### config.mk
export PLATFORM = sky130hd
export DESIGN_NAME = iiea_cell
export DESIGN_NICKNAME = d
export VERILOG_FILES = /design/src/design/iiea_pkg.sv /design/src/design/iiea_cell.sv
export SDC_FILE = /design/constraint.sdc
export NUM_CORES = 1
export LEC_CHECK = 0
export BUFFER_PORTS_ARGS = -buffer_cell sky130_fd_sc_hd__buf_2
export CAP_MARGIN = 20
export CORE_ASPECT_RATIO = 1.2
export CORE_MARGIN = 3
export CORE_UTILIZATION = 44
export DETAILED_ROUTE_END_ITERATION = 10
export PLACE_DENSITY = 0.95
export SKIP_LAST_GASP = 1
export SYNTH_ARGS = -nofsm -noshare
export SYNTH_HDL_FRONTEND = slang
export SYNTH_SLANG_ARGS = --single-unit
### constraint.sdc
create_clock -name aclk -period 5.7 [get_ports aclk]
set_input_delay 0.57 -clock aclk [delete_from_list [all_inputs] [get_ports aclk]]
set_output_delay 0.57 -clock aclk [all_outputs]
set_load 0.02 [all_outputs]
### src/design/iiea_pkg.sv
// Shared types and constants for the indexed insert/erase array.
// Used by iiea_cell, iiea_gather, indexed_insert_erase_array_core and the testbench.
// No dependencies.
package iiea_pkg;

    localparam int FUNC_W       = 2;
    localparam int POS_W        = 7;
    localparam int IN_VALUE_W   = 32;
    localparam int READ_W       = 32;
    localparam int COUNT_W      = 7;
    localparam int STATUS_W     = 2;
    localparam int S_TDATA_W    = 48;
    localparam int M_TDATA_W    = 48;

    localparam int DEFAULT_CAPACITY   = 64;
    localparam int DEFAULT_DATA_WIDTH = 32;
    localparam int GATHER_GROUP       = 8;

    typedef enum logic [FUNC_W-1:0] {
        FUNC_INSERT = 2'd0,
        FUNC_ERASE  = 2'd1,
        FUNC_READ   = 2'd2,
        FUNC_WRITE  = 2'd3
    } iiea_func_t;

    typedef enum logic [STATUS_W-1:0] {
        STAT_OK    = 2'd0,
        STAT_FULL  = 2'd1,
        STAT_RANGE = 2'd2,
        STAT_EMPTY = 2'd3
    } iiea_status_t;

    // Command broadcast to every cell; at most one of ins/del/wr/rd is set.
    typedef struct packed {
        logic             ins;
        logic             del;
        logic             wr;
        logic             rd;
        logic [POS_W-1:0] position;
    } iiea_cmd_t;

endpackage

### src/design/iiea_cell.sv
// One element cell of the array row: holds one entry, shifts with its neighbors.
// Depends on iiea_pkg.
module iiea_cell import iiea_pkg::*; #(
    parameter int DATA_WIDTH = DEFAULT_DATA_WIDTH,
    parameter int CMP_W      = 8,
    parameter int INDEX      = 0
) (
    input  logic                  aclk,
    input  iiea_cmd_t             cmd_i,
    input  logic [DATA_WIDTH-1:0] value_i,
    input  logic [DATA_WIDTH-1:0] left_i,
    input  logic [DATA_WIDTH-1:0] right_i,
    output logic [DATA_WIDTH-1:0] data_o,
    output logic [DATA_WIDTH-1:0] tap_o
);

    localparam logic [CMP_W-1:0] IDX = CMP_W'(INDEX);

    logic [DATA_WIDTH-1:0] data_reg;
    logic [DATA_WIDTH-1:0] data_next;
    logic [CMP_W-1:0]      pos_ext;
    logic                  hit;
    logic                  above;

    assign pos_ext = CMP_W'(cmd_i.position);
    assign hit     = (pos_ext == IDX);
    assign above   = (IDX > pos_ext);

    always_comb begin
        data_next = data_reg;
        if (cmd_i.ins) begin
            if (hit) begin
                data_next = value_i;
            end else if (above) begin
                data_next = left_i;
            end
        end else if (cmd_i.del) begin
            if (hit || above) begin
                data_next = right_i;
            end
        end else if (cmd_i.wr && hit) begin
            data_next = value_i;
        end
    end

    always_ff @(posedge aclk) begin
        data_reg <= data_next;
    end

    assign data_o = data_reg;
    assign tap_o  = (cmd_i.rd && hit) ? data_reg : '0;

endmodule

**After elaboration in Yosys (flattened, before gate mapping)**

Index checks and enable logic that the tools add are counted.

- Flip-flop bits (word level): 32
- Output and inout port bits: 64

- Magnitude comparators: 1
- Equality and inequality tests: 2
- Muxes and demuxes: 7
- Reductions and logical operators: 6

Operators by type and width:

| cell | count |
|---|---|
| $mux W32 | 7 |
| $logic_not A8 Y1 | 1 |
| $gt A1 B7 Y1 const A | 1 |
| $ne A3 B1 Y1 const B | 2 |
| $reduce_and A3 Y1 | 1 |
| $reduce_bool A3 Y1 | 1 |
| $logic_and A1 B1 Y1 | 2 |
| $logic_or A1 B1 Y1 | 1 |

**Depth between registers and ports, before layout**

Gate-level depths: netlist (run 1).

- Depth in word-level cells: 5
- Gate-level depth with buffers: 5

**Worst setup path after synthesis (run 1)**

No wires, ideal clock.

- Path kind: input to register
- Start point: input port cmd_i[2] (netlist bit)
- End point: register data_reg[0], in the netlist data_o[0] (enable)
- Library setup time: 0.394 ns
- Data arrival time: 2.371 ns
- Data required time: 5.306 ns
- Setup slack: 2.935 ns
- Cell stages on the path: 5
- Path buffers: 2
- Path through: or4_1 > buf_6 > nor2_8 > buf_6 > o31a_1

- Cells in the longest elaborated chain, start to end: 4
- Elaborated cells between the ends (all ways): 8
- Classes of those cells: order compare: 1; eq/ne: 2; reduce/logical: 5

Ends and longest elaborated chain:

| element | line | source |
|---|---|---|
| start: declaration | iiea_cell.sv:9 | `input iiea_cmd_t cmd_i,` |
| $gt A1 B7 Y1 / $logic_not A8 Y1 (equally long branches) | iiea_cell.sv:27, iiea_cell.sv:26 |  |
| $logic_or A1 B1 Y1 / $logic_and A1 B1 Y1 (equally long branches) | iiea_cell.sv:38, iiea_cell.sv:41 |  |
| $ne A3 B1 Y1 (no source line) / $reduce_bool A3 Y1 (equally long branches) | - |  |
| $reduce_and A3 Y1 (no source line) (*) | - |  |
| end signal: assignment | iiea_cell.sv:47 | `data_reg <= data_next;` |
| end: declaration | iiea_cell.sv:19 | `logic [DATA_WIDTH-1:0] data_reg;` |

Every way passes the cells marked *; elsewhere a longest branch is shown, timed or not.
A chain may end at the register's enable or synchronous reset.

**Final worst setup path (run 1)**

- Start point: input port cmd_i[2] (netlist bit)
- End point: register data_reg[21], in the netlist data_o[21] (enable)

The elaborated chain is that of the path after synthesis.

==> results.ini, run 1 <==
[routing]
vias=2756
vias_per_cell=6.207
route.detailed.drc=0
final_antenna_net_count=0
drt_iter0_drc=233
wire_per_inst_um=17.74
wl_um=7878
drt_first_pass_iters=5

[logic_synthesis]
syn-cell-area_um2=2252
ys_seq_area_frac=0.4267
synth_compound_area_frac=0.2172
ys_warn_count=0
netlist_instances=234
ys_ff_latch=32
syn-num-nets=342
synth_top_area_frac=0.4267
synth-adder-area-share=0
synth_cell_type_count=17
yosysTopAreaCell=edfxtp_1
synth_area_per_cell_um2=9.625
synthXorXnorAreaFrac=0
synth_mux_area_frac=0
synth_top_family_by_area=simple AND/OR/NAND/NOR gates
synthSimpleGateAreaFrac=0.2761
synth.top_cells.by_area=edfxtp_1, a22oi_1, o211ai_1

[grt]
gr-total-overflow=0
grt_pass1_vias=2418
track_usage=0.2479
antenna_found_initial=0
grt_start_max_net_pins=68
grt_pass1_wl_um=11960

[placement]
dp_hpwl_um=5840
place.gp.congestion=0.8632
io_buffer_count=171
place_area_um2=3087

[cts]
post_cts_resized=0
cts_hold_buf=0
cts_sinks=32
clk_path_buf_depth=2
cts_setup_buffers=0
cts-htree-levels=2
cts_buffers=5
cts_tree=built
clockRootBuffer=clkbuf_8
clk_pin_slew_ps=70

[worst_setup_path]
slowest_delay_ps=630
cp.required_ps=5660
crit_path_top_delay_cell=o31a_1
critical_path_arrival_ps=2860
endpoint_kind=register
critPathMostFrequentCell=buf_4
crit_chain=buf_2, or4_1, buf_4, nor2_8, o31a_1, buf_4
start_kind=input port
path_max_fanout=33
worstSetupPathType=input port to register

[finish]
final_area_um2=3198
drive_gt1_frac=0.4948
final_common_cell=buf_2
antenna_cells=0
multi_input_area_um2=1130
largest_reg_flops=32
fillCellCount=377
final_nets=493
area_delta_synth_final_pct=42.00
seq_area_um2=960.9

[die]
std_cell_rows=27
die_h_um=84.37
coreArea_um2=4763
die_w_um=71.31
start_util=0.4728
dieArea_um2=6016
io_pins=172

[sta]
final_min_period_over_clock_period=0.5084
setup_viol=0
tightestPinTransition_ps=1111
fin_setup_tns_ps=0
finalMaxSlewViolations=0
min_period_ps=2898
rsz0062_at_grt=no
fmax_ghz=0.3451
slew_headroom=0.2591
finalHoldViolCount=0

[pwr]
irDropWorstVdd_uv=92.07
leakage_nw=1.535
power.density_nw_per_um2=183.2

[worst_hold_path]
hold_end=data_o[19]$_DFFE_PP_
min-delay-start=right_i[19]
hold_path_depth=3
holdCritPathClass=input port to register

[run]
drv_cap=0

[run_status]
status=finished clean

-- kinds of logic (layout without fill, tap and decap cells) --
logic type,Yosys count,count (layout)
AOI/OAI and AO/OA,65,65
buffers and inverters,34,186
DFF,32,32
and+or+nand+nor,103,103
-- through the flow --
| stage | power (W) | util | instances | worst slack, ps | hold WS [ps] |
|---|---|---|---|---|---|
| floorplan | 0.0003226 | - | 234 | 2935 | 777.9 |
| global placement | 0.0003731 | 0.6417 | 434 | 2603 | 863.6 |
| detailed placement | 0.0003788 | 0.6480 | 436 | 2538 | 870.1 |
| CTS | 0.0005864 | 0.6714 | 444 | 2825 | 589.0 |
| global route | 0.0006100 | 0.6714 | 444 | 2687 | 594.5 |
| finish | 0.0005859 | 0.6714 | 444 | 2802 | 589.2 |
-- layer usage --
layer,vias to the layer above,track usage,share of wire
li1,1269,-,-
met1,1273,0.2907,0.35
met2,192,0.4540,0.53
met3,22,0.04431,0.091
met4,0,0.07009,0.022
met5,-,0,0
-- area by class of cell --
type	instances	area share
clock inverters	3	0.01330
flip-flops and latches	32	0.3005
multi-input cells	168	0.3533
clock buffers	5	0.02152
well taps	58	0.02269
repair buffers	178	0.2887
-- critical path: cells and delay by family --
| kind | cells | cell delay, ps |
|---|---|---|
| buffers and inverters | 3 | 770 |
| AND/OR/NAND/NOR | 2 | 870 |
| AO/OA/AOI/OAI | 1 | 630 |
-- cells in the mapped netlist (all sizes together) --
| library cell | n |
|---|---|
| nor4 | 1 |
| clkbuf | 26 |
| nor2 | 2 |
| nand4 | 32 |
| nor3 | 1 |
| and3 | 32 |
| or3 | 1 |
| nand3 | 32 |
| buf | 8 |
| edfxtp | 32 |
| a22oi | 32 |
| o211ai | 32 |
| nor2b | 1 |
| or4 | 1 |
| o31a | 1 |
-- worst max-delay path by stage --
stage                     startpoint  cells after the start                   end
after floorplan             cmd_i[2]                      5   data_o[0]$_DFFE_PP_
after global placement      cmd_i[2]                      6  data_o[18]$_DFFE_PP_
after detailed placement    cmd_i[2]                      6  data_o[18]$_DFFE_PP_
after CTS                   cmd_i[2]                      6  data_o[14]$_DFFE_PP_
after global routing        cmd_i[2]                      6  data_o[21]$_DFFE_PP_
final                       cmd_i[2]                      6  data_o[21]$_DFFE_PP_
-- power by group --
group	total (W)	internal (W)	leakage [nW]	switching, W
clock network	0.000210	0.000129	0.0541	0.0000810
logic	0.000112	0.0000500	1.20	0.0000616
registers	0.000264	0.000263	0.276	0.000000682
Note: power is estimated with default switching activity, not from simulation.
==> run 2, diff against run 1 <==
CORE_UTILIZATION = 36   (was 44)
PLACE_DENSITY = 0.84   (was 0.95)
clock period = 2.5 ns   (was 5.7 ns; I/O delays follow)
==> run 2 against run 1 <==
  * Count of clock-buffer cells in the layout rose by 2
  * Core utilization fell by 12 points
  * Critical endpoint is now tap_o[23]
  * Largest power group unchanged
  * Cell count rose by 5.4%
  * Sequential cell count did not move
  * Sequential power rose by 130%
==> results.ini, run 2 (synthesis gave the netlist of run 1 again) <==
[run_status]
status=finished clean

[sta]
finalMaxSlewViolations=0
rsz0062_at_grt=no
setup_viol=0
min_period_ps=2089
finalHoldViolCount=0
slew_headroom=0.6028
fmax_ghz=0.4787
final_min_period_over_clock_period=0.8357
fin_setup_tns_ps=0
tightestPinTransition_ps=595.8

[routing]
drt_first_pass_iters=5
vias=2727
final_antenna_net_count=0
wire_per_inst_um=17.18
route.detailed.drc=0
vias_per_cell=5.827
wl_um=8038
drt_iter0_drc=152

[cts]
cts_tree=built
cts_hold_buf=0
clockRootBuffer=clkbuf_8
cts-htree-levels=2
clk_pin_slew_ps=60
cts_sinks=32
cts_buffers=5
cts_setup_buffers=0
clk_path_buf_depth=2
post_cts_resized=0

[pwr]
power.density_nw_per_um2=378.3
leakage_nw=1.529
irDropWorstVdd_uv=168.2

[placement]
place.gp.congestion=0.8261
io_buffer_count=171
place_area_um2=3127
dp_hpwl_um=5960

[die]
die_h_um=92.65
start_util=0.3846
coreArea_um2=5856
io_pins=172
dieArea_um2=7245
std_cell_rows=30
die_w_um=78.21

[finish]
drive_gt1_frac=0.4897
area_delta_synth_final_pct=42.39
final_common_cell=buf_2
final_nets=495
largest_reg_flops=32
antenna_cells=0
final_area_um2=3207
post-route-util=0.5477

[worst_hold_path]
holdCritPathClass=input port to register

[grt]
grt_pass1_wl_um=12320
gr-total-overflow=0
antenna_found_initial=0
grt_start_max_net_pins=65
track_usage=0.2139
grt_pass1_vias=2560

[run]
drv_cap=0

[worst_setup_path]
cp.required_ps=2250
endpoint_kind=primary output
critical_path_arrival_ps=1840
start_kind=input port
worstSetupPathType=input port to primary output
path_max_fanout=17

run 2: layout make-up:
| class | count | area, um^2 |
|---|---|---|
| multi-input cells | 168 | 1130 |
| fillers | 545 | 2649 |
| clock buffers | 7 | 76.32 |
| well taps | 80 | 100.1 |
| clock inverters | 1 | 3.754 |
| repair buffers | 180 | 935.9 |
| flip-flops and latches | 32 | 960.9 |
run 2: metal layers:
metal | up-vias | global-route usage | wire length (um)
met3 | 19 | 0.04767 | 710
met1 | 1260 | 0.2543 | 2940
met4 | 0 | 0.06997 | 199
li1 | 1270 | - | -
met5 | - | 0 | 0
met2 | 178 | 0.3793 | 4187
run 2: where the power goes:
part           total [W]  leakage (nW)  switching [W]  internal (W)
logic           0.000252          1.21       0.000139      0.000113
clock network   0.000359        0.0399       0.000166      0.000193
registers       0.000603         0.276     0.00000170      0.000601
total            0.00121          1.53       0.000307      0.000907
run 2: per-stage QoR:
| stage | setup WS [ps] | hold WS (ps) | std cells | total power, W |
|---|---|---|---|---|
| 6_report | 410.8 | 276.3 | 468 | 0.001213 |
| 5_1_grt | 307.2 | 277.2 | 468 | 0.001279 |
| 3_5_place_dp | 401.3 | 553.5 | 460 | 0.0008633 |
| 4_1_cts | 401.3 | 265.5 | 468 | 0.001229 |
| 2_1_floorplan | 55.22 | 457.9 | 234 | 0.0007356 |
| 3_3_place_gp | 441.2 | 557.2 | 460 | 0.0008578 |
run 2: path summary, 6_finish.rpt:
path / start / depth (start not counted) / endpoint / slack (ps)
setup / recovery: cmd_i[2] / 6 / tap_o[23] / 410
hold / removal: right_i[13] / 3 / data_o[13]$_DFFE_PP_ / 280
run 2: critical path, cell delays in order:
cell	delay, ps
buf_2	120
or4_1	640
nor2_8	260
buf_4	230
and3_1	170
buf_2	160
